[src/hw/rtl/assert_macros.svh]
// assertion helpers, compiled out when SYNTH is defined
`ifndef ASSERT_MACROS_SVH
`define ASSERT_MACROS_SVH

`ifndef SYNTH

// checked at every rising clock edge, held off while reset is low
`define ASSERT_CLK(lbl, clk, rstn, prop) \
    lbl: assert property (@(posedge clk) disable iff (!(rstn)) (prop)) \
        else $error("assertion failed");

// checked at every rising clock edge, reset included
`define ASSERT_ALWAYS(lbl, clk, prop) \
    lbl: assert property (@(posedge clk) (prop)) \
        else $error("assertion failed");

`else

`define ASSERT_CLK(lbl, clk, rstn, prop)
`define ASSERT_ALWAYS(lbl, clk, prop)

`endif

`endif

[src/hw/rtl/bojl_pkg.sv]
`default_nettype none

package bojl_pkg;

    localparam int MAX_JOBS_DEF = 16;
    localparam int ID_BITS_DEF  = 16;

    localparam int JOB_ID_W   = 16;
    localparam int POSITION_W = 6;
    localparam int POS_W      = 5;
    localparam int CAP_W      = 5;
    localparam int CNT_OUT_W  = 5;
    localparam int STATUS_W   = 3;
    localparam int S_TDATA_W  = 24;
    localparam int S_TUSER_W  = 2;
    localparam int M_TDATA_W  = 8;

    localparam logic [CAP_W-1:0]      CAP_RESET  = 5'd16;
    localparam logic [POSITION_W-1:0] POS_APPEND = 6'h3F;

    localparam int Q_DEPTH = 2;
    localparam int Q_PTR_W = 1;
    localparam int Q_CNT_W = 2;

    typedef enum logic [STATUS_W-1:0] {
        ST_INSERTED  = 3'd0,
        ST_APPENDED  = 3'd1,
        ST_FULL      = 3'd2,
        ST_DELETED   = 3'd3,
        ST_EMPTY     = 3'd4,
        ST_NOT_FOUND = 3'd5
    } status_t;

    typedef enum logic {
        B_IDLE  = 1'b0,
        B_APPLY = 1'b1
    } back_state_t;

    // decoded request as it sits in the queue
    typedef struct packed {
        logic             is_delete;
        logic             from_head;
        logic             tail;
        logic             neg;
        logic [POS_W-1:0] pos;
    } cmd_t;

endpackage

`default_nettype wire

[src/hw/rtl/bounded_ordered_job_list_core.sv]
`default_nettype none

// channel   dir  tdata                               tuser
// s_        in   [15:0] job_id, [21:16] position     [0] req_type, [1] from_head
// m_        out  [4:0] count                         [2:0] status
// cfg_      in   cfg_wr_data[4:0] capacity, written when cfg_wr_en is high
//
// an insert is carried out in the cycle it leaves the queue; a delete first compares
// every slot against the id and registers the hits, then shifts in B_APPLY once the output is free
// a beat passes the command queue and then the result register; a delete also passes the match register
// a two-entry command queue sits between the decoder and the list, so input and output stall apart
// aresetn (synchronous) empties the list and sets capacity to 16; slot contents are not cleared

module bounded_ordered_job_list_core #(
    parameter int MAX_JOBS = bojl_pkg::MAX_JOBS_DEF,
    parameter int ID_BITS  = bojl_pkg::ID_BITS_DEF
) (
    input  wire logic                           aclk,
    input  wire logic                           aresetn,
    input  wire logic                           s_tvalid,
    output logic                                s_tready,
    input  wire logic [bojl_pkg::S_TDATA_W-1:0] s_tdata,   // job_id, position, zero pad
    input  wire logic [bojl_pkg::S_TUSER_W-1:0] s_tuser,   // req_type, from_head
    output logic                                m_tvalid,
    input  wire logic                           m_tready,
    output logic [bojl_pkg::M_TDATA_W-1:0]      m_tdata,   // count, zero pad
    output logic [bojl_pkg::STATUS_W-1:0]       m_tuser,   // status
    input  wire logic                           cfg_wr_en,
    input  wire logic [bojl_pkg::CAP_W-1:0]     cfg_wr_data
);

    logic [bojl_pkg::CAP_W-1:0] capacity_reg;

    logic               q_full, q_push, q_valid, q_pop;
    bojl_pkg::cmd_t     push_cmd, head_cmd;
    logic [ID_BITS-1:0] push_id, head_id;

    always_ff @(posedge aclk) begin
        if (!aresetn) begin
            capacity_reg <= bojl_pkg::CAP_RESET;
        end else if (cfg_wr_en) begin
            capacity_reg <= cfg_wr_data;
        end
    end

    bojl_front #(
        .ID_BITS (ID_BITS)
    ) u_front (
        .s_tvalid (s_tvalid),
        .s_tready (s_tready),
        .s_tdata  (s_tdata),
        .s_tuser  (s_tuser),
        .q_full   (q_full),
        .q_push   (q_push),
        .q_cmd    (push_cmd),
        .q_id     (push_id)
    );

    bojl_queue #(
        .ID_BITS (ID_BITS)
    ) u_queue (
        .aclk       (aclk),
        .aresetn    (aresetn),
        .push       (q_push),
        .push_cmd   (push_cmd),
        .push_id    (push_id),
        .full       (q_full),
        .head_valid (q_valid),
        .head_cmd   (head_cmd),
        .head_id    (head_id),
        .pop        (q_pop)
    );

    bojl_back #(
        .MAX_JOBS (MAX_JOBS),
        .ID_BITS  (ID_BITS)
    ) u_back (
        .aclk     (aclk),
        .aresetn  (aresetn),
        .capacity (capacity_reg),
        .q_valid  (q_valid),
        .q_cmd    (head_cmd),
        .q_id     (head_id),
        .q_pop    (q_pop),
        .m_tvalid (m_tvalid),
        .m_tready (m_tready),
        .m_tdata  (m_tdata),
        .m_tuser  (m_tuser)
    );

endmodule

`default_nettype wire

[src/hw/rtl/bojl_front.sv]
`default_nettype none

module bojl_front #(
    parameter int ID_BITS = bojl_pkg::ID_BITS_DEF
) (
    input  wire logic                           s_tvalid,
    output logic                                s_tready,
    input  wire logic [bojl_pkg::S_TDATA_W-1:0] s_tdata,
    input  wire logic [bojl_pkg::S_TUSER_W-1:0] s_tuser,
    input  wire logic                           q_full,
    output logic                                q_push,
    output bojl_pkg::cmd_t                      q_cmd,
    output logic [ID_BITS-1:0]                  q_id
);

    logic [bojl_pkg::JOB_ID_W-1:0]   job_id;
    logic [bojl_pkg::POSITION_W-1:0] position;

    assign job_id   = s_tdata[bojl_pkg::JOB_ID_W-1:0];
    assign position = s_tdata[bojl_pkg::JOB_ID_W +: bojl_pkg::POSITION_W];

    assign s_tready = !q_full;
    assign q_push   = s_tvalid && !q_full;

    // only the low ID_BITS of the id take part
    assign q_id = ID_BITS'(job_id);

    always_comb begin
        q_cmd.is_delete = s_tuser[0];
        q_cmd.from_head = s_tuser[1];
        q_cmd.tail      = (position == bojl_pkg::POS_APPEND);
        // any other negative position appends as out of range
        q_cmd.neg       = position[bojl_pkg::POSITION_W-1] && !q_cmd.tail;
        q_cmd.pos       = position[bojl_pkg::POS_W-1:0];
    end

endmodule

`default_nettype wire

[src/hw/rtl/bojl_queue.sv]
`default_nettype none

module bojl_queue #(
    parameter int ID_BITS = bojl_pkg::ID_BITS_DEF
) (
    input  wire logic                 aclk,
    input  wire logic                 aresetn,
    input  wire logic                 push,
    input  wire bojl_pkg::cmd_t       push_cmd,
    input  wire logic [ID_BITS-1:0]   push_id,
    output logic                      full,
    output logic                      head_valid,
    output bojl_pkg::cmd_t            head_cmd,
    output logic [ID_BITS-1:0]        head_id,
    input  wire logic                 pop
);

    bojl_pkg::cmd_t                 cmd_mem [bojl_pkg::Q_DEPTH];
    logic [ID_BITS-1:0]             id_mem  [bojl_pkg::Q_DEPTH];
    logic [bojl_pkg::Q_PTR_W-1:0]   wr_ptr_reg, wr_ptr_next;
    logic [bojl_pkg::Q_PTR_W-1:0]   rd_ptr_reg, rd_ptr_next;
    logic [bojl_pkg::Q_CNT_W-1:0]   fill_reg, fill_next;
    logic                           do_push, do_pop;

    assign full       = (fill_reg == bojl_pkg::Q_CNT_W'(bojl_pkg::Q_DEPTH));
    assign head_valid = (fill_reg != '0);
    assign head_cmd   = cmd_mem[rd_ptr_reg];
    assign head_id    = id_mem[rd_ptr_reg];

    assign do_push = push && !full;
    assign do_pop  = pop && head_valid;

    always_comb begin
        wr_ptr_next = do_push ? wr_ptr_reg + 1'b1 : wr_ptr_reg;
        rd_ptr_next = do_pop ? rd_ptr_reg + 1'b1 : rd_ptr_reg;
        fill_next   = fill_reg;
        if (do_push && !do_pop) begin
            fill_next = fill_reg + 1'b1;
        end else if (do_pop && !do_push) begin
            fill_next = fill_reg - 1'b1;
        end
    end

    always_ff @(posedge aclk) begin
        if (!aresetn) begin
            wr_ptr_reg <= '0;
            rd_ptr_reg <= '0;
            fill_reg   <= '0;
        end else begin
            wr_ptr_reg <= wr_ptr_next;
            rd_ptr_reg <= rd_ptr_next;
            fill_reg   <= fill_next;
        end
    end

    always_ff @(posedge aclk) begin
        if (do_push) begin
            cmd_mem[wr_ptr_reg] <= push_cmd;
            id_mem[wr_ptr_reg]  <= push_id;
        end
    end

endmodule

`default_nettype wire

[src/hw/rtl/bojl_back.sv]
`default_nettype none
`include "assert_macros.svh"

module bojl_back #(
    parameter int MAX_JOBS = bojl_pkg::MAX_JOBS_DEF,
    parameter int ID_BITS  = bojl_pkg::ID_BITS_DEF
) (
    input  wire logic                           aclk,
    input  wire logic                           aresetn,
    input  wire logic [bojl_pkg::CAP_W-1:0]     capacity,
    input  wire logic                           q_valid,
    input  wire bojl_pkg::cmd_t                 q_cmd,
    input  wire logic [ID_BITS-1:0]             q_id,
    output logic                                q_pop,
    output logic                                m_tvalid,
    input  wire logic                           m_tready,
    output logic [bojl_pkg::M_TDATA_W-1:0]      m_tdata,
    output logic [bojl_pkg::STATUS_W-1:0]       m_tuser
);

    localparam int CNT_W = $clog2(MAX_JOBS + 1);
    localparam int CMP_W = (CNT_W > bojl_pkg::POS_W) ? CNT_W : bojl_pkg::POS_W;

    bojl_pkg::back_state_t st_reg, st_next;

    logic [ID_BITS-1:0]  slot_reg [MAX_JOBS];
    logic [CNT_W-1:0]    count_reg, count_next;
    logic [MAX_JOBS-1:0] match_reg, match_next;
    logic                from_head_reg;

    logic                            m_valid_reg;
    bojl_pkg::status_t               status_reg;
    logic [bojl_pkg::CNT_OUT_W-1:0]  cnt_out_reg;

    logic out_free, do_ins, do_scan, do_del, load;
    logic [CMP_W-1:0] cnt_ext, pos_ext, cap_ext, ins_at;
    logic ins_full, pos_past, ins_ok;
    bojl_pkg::status_t ins_status, del_status, res_status;
    logic [MAX_JOBS-1:0] rm_mask;
    logic del_found, del_empty, del_ok;

    // control
    always_comb begin
        out_free = !m_valid_reg || m_tready;
        q_pop    = (st_reg == bojl_pkg::B_IDLE) && q_valid && out_free;
        do_ins   = q_pop && !q_cmd.is_delete;
        do_scan  = q_pop && q_cmd.is_delete;
        do_del   = (st_reg == bojl_pkg::B_APPLY) && out_free;
        load     = do_ins || do_del;
    end

    always_comb begin
        st_next = st_reg;
        unique case (st_reg)
            bojl_pkg::B_IDLE: begin
                if (do_scan) begin
                    st_next = bojl_pkg::B_APPLY;
                end
            end
            bojl_pkg::B_APPLY: begin
                if (out_free) begin
                    st_next = bojl_pkg::B_IDLE;
                end
            end
            default: st_next = bojl_pkg::B_IDLE;
        endcase
    end

    // insert decision
    always_comb begin
        cnt_ext  = CMP_W'(count_reg);
        pos_ext  = CMP_W'(q_cmd.pos);
        cap_ext  = CMP_W'(capacity);
        ins_full = (cnt_ext >= cap_ext) || (count_reg == CNT_W'(MAX_JOBS));
        pos_past = !q_cmd.tail && !q_cmd.neg && (pos_ext > cnt_ext);
        ins_at   = (q_cmd.tail || q_cmd.neg || pos_past) ? cnt_ext : pos_ext;
        ins_ok   = do_ins && !ins_full;
        if (ins_full) begin
            ins_status = bojl_pkg::ST_FULL;
        end else if (q_cmd.neg || pos_past) begin
            ins_status = bojl_pkg::ST_APPENDED;
        end else begin
            ins_status = bojl_pkg::ST_INSERTED;
        end
    end

    // compare every live slot against the id, registered for the delete step
    always_comb begin
        for (int k = 0; k < MAX_JOBS; k++) begin
            match_next[k] = (CNT_W'(k) < count_reg) && (slot_reg[k] == q_id);
        end
    end

    // delete decision: everything from the first hit (or from the head for from_head) onward moves back one slot
    always_comb begin
        logic seen;
        seen = from_head_reg;
        for (int k = 0; k < MAX_JOBS; k++) begin
            seen       = seen | match_reg[k];
            rm_mask[k] = seen;
        end
        del_empty = (count_reg == '0);
        del_found = from_head_reg || (match_reg != '0);
        del_ok    = do_del && !del_empty && del_found;
        if (del_empty) begin
            del_status = bojl_pkg::ST_EMPTY;
        end else if (del_found) begin
            del_status = bojl_pkg::ST_DELETED;
        end else begin
            del_status = bojl_pkg::ST_NOT_FOUND;
        end
    end

    always_comb begin
        res_status = do_del ? del_status : ins_status;
        count_next = count_reg;
        if (ins_ok) begin
            count_next = count_reg + 1'b1;
        end else if (del_ok) begin
            count_next = count_reg - 1'b1;
        end
    end

    // one cell per slot, each sees only its neighbors
    for (genvar g = 0; g < MAX_JOBS; g++) begin : g_cell
        localparam int LO = (g == 0) ? 0 : g - 1;
        localparam int HI = (g == MAX_JOBS - 1) ? g : g + 1;
        always_ff @(posedge aclk) begin
            if (ins_ok) begin
                if (CMP_W'(g) > ins_at) begin
                    slot_reg[g] <= slot_reg[LO];
                end else if (CMP_W'(g) == ins_at) begin
                    slot_reg[g] <= q_id;
                end
            end else if (del_ok && rm_mask[g]) begin
                slot_reg[g] <= slot_reg[HI];
            end
        end
    end

    always_ff @(posedge aclk) begin
        if (!aresetn) begin
            st_reg      <= bojl_pkg::B_IDLE;
            count_reg   <= '0;
            m_valid_reg <= 1'b0;
        end else begin
            st_reg    <= st_next;
            count_reg <= count_next;
            if (load) begin
                m_valid_reg <= 1'b1;
            end else if (m_tready) begin
                m_valid_reg <= 1'b0;
            end
        end
    end

    always_ff @(posedge aclk) begin
        if (do_scan) begin
            match_reg     <= match_next;
            from_head_reg <= q_cmd.from_head;
        end
        if (load) begin
            status_reg  <= res_status;
            cnt_out_reg <= bojl_pkg::CNT_OUT_W'(count_next);
        end
    end

    assign m_tvalid = m_valid_reg;
    assign m_tdata  = bojl_pkg::M_TDATA_W'(cnt_out_reg);
    assign m_tuser  = status_reg;

    `ASSERT_CLK(a_count_bound, aclk, aresetn, count_reg <= CNT_W'(MAX_JOBS))
    `ASSERT_CLK(a_pop_idle_only, aclk, aresetn, (st_reg != bojl_pkg::B_IDLE) |-> !q_pop)
    `ASSERT_CLK(a_del_drops_one, aclk, aresetn,
        (load && res_status == bojl_pkg::ST_DELETED) |=> (count_reg == $past(count_reg) - 1'b1))
    `ASSERT_CLK(a_refused_keeps_count, aclk, aresetn,
        (load && (res_status == bojl_pkg::ST_FULL || res_status == bojl_pkg::ST_EMPTY ||
                  res_status == bojl_pkg::ST_NOT_FOUND)) |=> $stable(count_reg))
    `ASSERT_CLK(a_result_count, aclk, aresetn,
        load |=> (cnt_out_reg == bojl_pkg::CNT_OUT_W'(count_reg)))

endmodule

`default_nettype wire

[config.mk]
export PLATFORM = sky130hd
export DESIGN_NAME = bounded_ordered_job_list_core
export DESIGN_NICKNAME = d
export VERILOG_FILES = /design/src/hw/rtl/bojl_pkg.sv /design/src/hw/rtl/bounded_ordered_job_list_core.sv /design/src/hw/rtl/bojl_front.sv /design/src/hw/rtl/bojl_queue.sv /design/src/hw/rtl/bojl_back.sv
export VERILOG_INCLUDE_DIRS = /design/src /design/src/hw/rtl
export SDC_FILE = /design/constraint.sdc
export NUM_CORES = 1
export LEC_CHECK = 0
export BUFFER_PORTS_ARGS = -buffer_cell sky130_fd_sc_hd__buf_2
export CORE_MARGIN = 10
export CORE_UTILIZATION = 30
export DETAILED_ROUTE_END_ITERATION = 10
export PLACE_DENSITY_LB_ADDON = 0.2
export SYNTH_ARGS = -nofsm -noshare
export SYNTH_HDL_FRONTEND = slang
export SYNTH_SLANG_ARGS = --single-unit
[constraint.sdc]
create_clock -name aclk -period 8.45 [get_ports aclk]
set_input_delay 1.69 -clock aclk [delete_from_list [all_inputs] [get_ports aclk]]
set_output_delay 1.69 -clock aclk [all_outputs]
set_load 0.03 [all_outputs]
==> impl_metrics.yaml <==
detailed_routing:
  drc: 0
  final_antenna_net_count: 0
  wl_mm: 74.39
  avgViaCountPerCell: 5.559
  vias: 16550
  firstDrtPassIters: 5
  wl_per_cell_um: 24.98
  detail_route.iter0.violations: 1644
grt:
  grt_pass1_vias: 16450
  grt_overflow_total: 0
  use_met2_pct: 27.69
  grtUsageTotal_pct: 17.62
  grt_pass1_wl_mm: 109.9
  grt-busiest-layer: "met2"
  grt_max_degree: 99
  antenna_found_initial: 0
  met3_usage_pct: 3.857
  use_met1_pct: 23.85
timing:
  hold_violations: 0
  finClkSkew_ns: 0.03443
  timing.final.crit_share_pct: 64.25
  max_freq_mhz: 184.2
  finalSetupViolCount: 0
  grt_setup_unrepaired: "false"
  tns_ns: 0
  tightest_slew_ns: 1.308
  hold_slack_ns: 0.5303
  max_slew_margin_pct: 12.80
  maxSlewViolCount: 0
  setup_slack_ns: 3.021
  fin_crit_ns: 5.429
setup_path:
  path_max_fanout: 55
  cp.required_ns: 8.65
  path_buf_inv: 1
  path_cells: "mux2_2, ha_1, nor2b_1, o21ai_1, a21oi_1, buf_4, nor2_1, o211a_1, nand2_1, nand2_1"
  crit_path_max_incr_delay_ns: 1.11
  cp-end-kind: "register"
  crit_family: "simple AND/OR/NAND/NOR gates"
  crit_arrival_ns: 5.63
  r2r_slack_ns: 3.02
  cp-start-kind: "register"
  critPathSlowestCell: "o211a_1"
  worstSetupPathType: "reg -> reg"
  worst_path_most_repeated_cell: "nand2_1"
cells_and_area:
  syn_to_final_growth_pct: 12.11
  largest_register_ffs: 256
  stdcell_area_mm2: 0.02365
  finish.utilization_pct: 33.82
  drive_above_1_share_pct: 12.51
  diodes: 0
  nFillCells: 7170
  layout.nets: 2058
  fin_cells: 2978
floorplanning:
  std_cell_rows: 97
  start_util_pct: 30.17
  dieHeight_um: 285.1
  io_pins: 49
  core_area_mm2: 0.06991
  die_width_um: 285.1
  die-area_mm2: 0.08130
power:
  p_total_mw: 8.963
  power_leakage_nw: 7.500
  power_density_mw_per_mm2: 379.1
  ir_drop_uv: 300.9
logic_synthesis:
  async_reset_ff_share_pct: 0
  synth_cell_types: 75
  ys.flop_type: "edfxtp_1"
  netlist_area_mm2: 0.02109
  ys_warn_count: 0
  synth_edf_count: 331
  synth_cells: 2044
  ys_ff_latch: 348
  ys_seq_area_share_pct: 48.74
  postSynthAreaPerCell_um2: 10.32
outcome:
  run_status: "finished, final reports clean"
clocking:
  cts_resized: 0
  clockBufferDepth: 3
  cts_tree: "done"
  ctsRootBufferMaster: "clkbuf_16"
  clk_pin_slew_worst_paths_ns: 0.06
  cts.sinks: 348
  cts_setup_buffers: 0
  holdBufCountCts: 0
  cts_max_level: 2
  insertion_delay_ns: 0.58
  cts_buffers: 41
placement:
  preCtsSetupSlack_ns: 3.064
  place.detailed.hpwl_mm: 49.78
  io_buffers: 43
  post_dp_cell_area_mm2: 0.02229
  placed_cells: 2905
  gp_congestion: 0.8454
flow_run:
  drv_cap: 0
hold_path:
  hp-class: "reg -> reg"
## power by group
group	internal (mW)	leakage, nW	switching, mW	total (mW)
Clock	1.10	0.659	0.768	1.87
Combinational	1.27	3.64	2.40	3.67
Sequential	2.75	3.20	0.666	3.42
Total	5.13	7.50	3.84	8.96
## layer usage
| layer | wire (um) | up-vias | part of all wire [%] |
|---|---|---|---|
| met5 | 0 | - | 0 |
| met4 | 2037 | 0 | 2.7 |
| met3 | 5555 | 120 | 7.5 |
| met2 | 34000 | 590 | 46 |
| met1 | 32790 | 8327 | 44 |
| li1 | - | 7517 | - |
## cell type report
type	instances	area (um2)	area share (%)
sequential	348	10280	43.49
multi-input combinational	1505	10150	42.95
tap	940	1176	4.974
clock buffer	48	1052	4.450
timing repair buffer	98	628.1	2.656
clock inverter	25	297.8	1.259
inverter	14	52.55	0.2222
## cells in the mapped netlist, types with 8 or more instances
cell type,n,area [um2]
edfxtp_1,331,9940
xnor2_1,262,2295
nand2_1,250,938.4
o21ai_0,175,875.8
a21oi_1,121,605.6
mux2i_1,111,1111
clkbuf_1,102,382.9
nor4_1,67,419.2
o31ai_1,66,495.5
o21ai_1,56,280.3
buf_2,48,240.2
nor2_1,47,176.4
a31oi_1,35,219.0
nand3_1,35,175.2
a31o_2,34,297.8
nand4_1,23,143.9
buf_4,20,150.1
nor3_1,20,100.1
and3_1,19,118.9
mux2_2,19,214.0
o211ai_1,19,142.6
dfxtp_1,17,340.3
o41ai_1,16,140.1
and2_1,14,87.58
ha_1,14,175.2
inv_1,11,41.29
nor2b_1,11,68.82
nand2b_1,9,56.30
a21o_1,8,60.06
## worst min-delay path: stages, from the launching register on
cell      delay [ns]
dfxtp_1         0.30
inv_1           0.08
o211ai_1        0.10
## cell usage in the layout, fill, tap and decap left out, types with 20 or more instances in the layout
| master | netlist | routed |
|---|---|---|
| buf_2 | 48 | 43 |
| nor2_1 | 47 | 39 |
| edfxtp_1 | 331 | 331 |
| mux2i_1 | 111 | 103 |
| a31oi_1 | 35 | 35 |
| o21ai_1 | 56 | 57 |
| clkbuf_16 | 0 | 41 |
| nand4_1 | 23 | 23 |
| o21ai_0 | 175 | 170 |
| nor4_1 | 67 | 67 |
| a31o_2 | 34 | 34 |
| buf_4 | 20 | 55 |
| a21oi_1 | 121 | 120 |
| o31ai_1 | 66 | 64 |
| nand3_1 | 35 | 35 |
| nor3_1 | 20 | 20 |
| xnor2_1 | 262 | 262 |
| nand2_1 | 250 | 250 |
## cell families (layout without fill, tap and decap cells)
logic type / Yosys count / count (layout) / share of synthesized area, %
compound gates: 578 / 578 / 16.90
xor+xnor: 263 / 263 / 10.92
mux: 139 / 139 / 6.959
buf+inv: 193 / 185 / 4.182
fa+ha+maj: 14 / 14 / 0.8306
flops: 348 / 348 / 48.74
other cells: 1 / 3 / 0.01778
simple gates: 508 / 508 / 11.44
## path summary, 6_finish.rpt
path | from | to | depth (start not counted)
setup / recovery | register | u_back.slot_reg[0][51] | 10
hold reg to reg | capacity_reg[4] | capacity_reg[4] | 2
hold / removal | capacity_reg[4] | capacity_reg[4] | 2
setup reg to reg | register | u_back.slot_reg[0][51] | 10
Power figures use the tool's default switching activity.
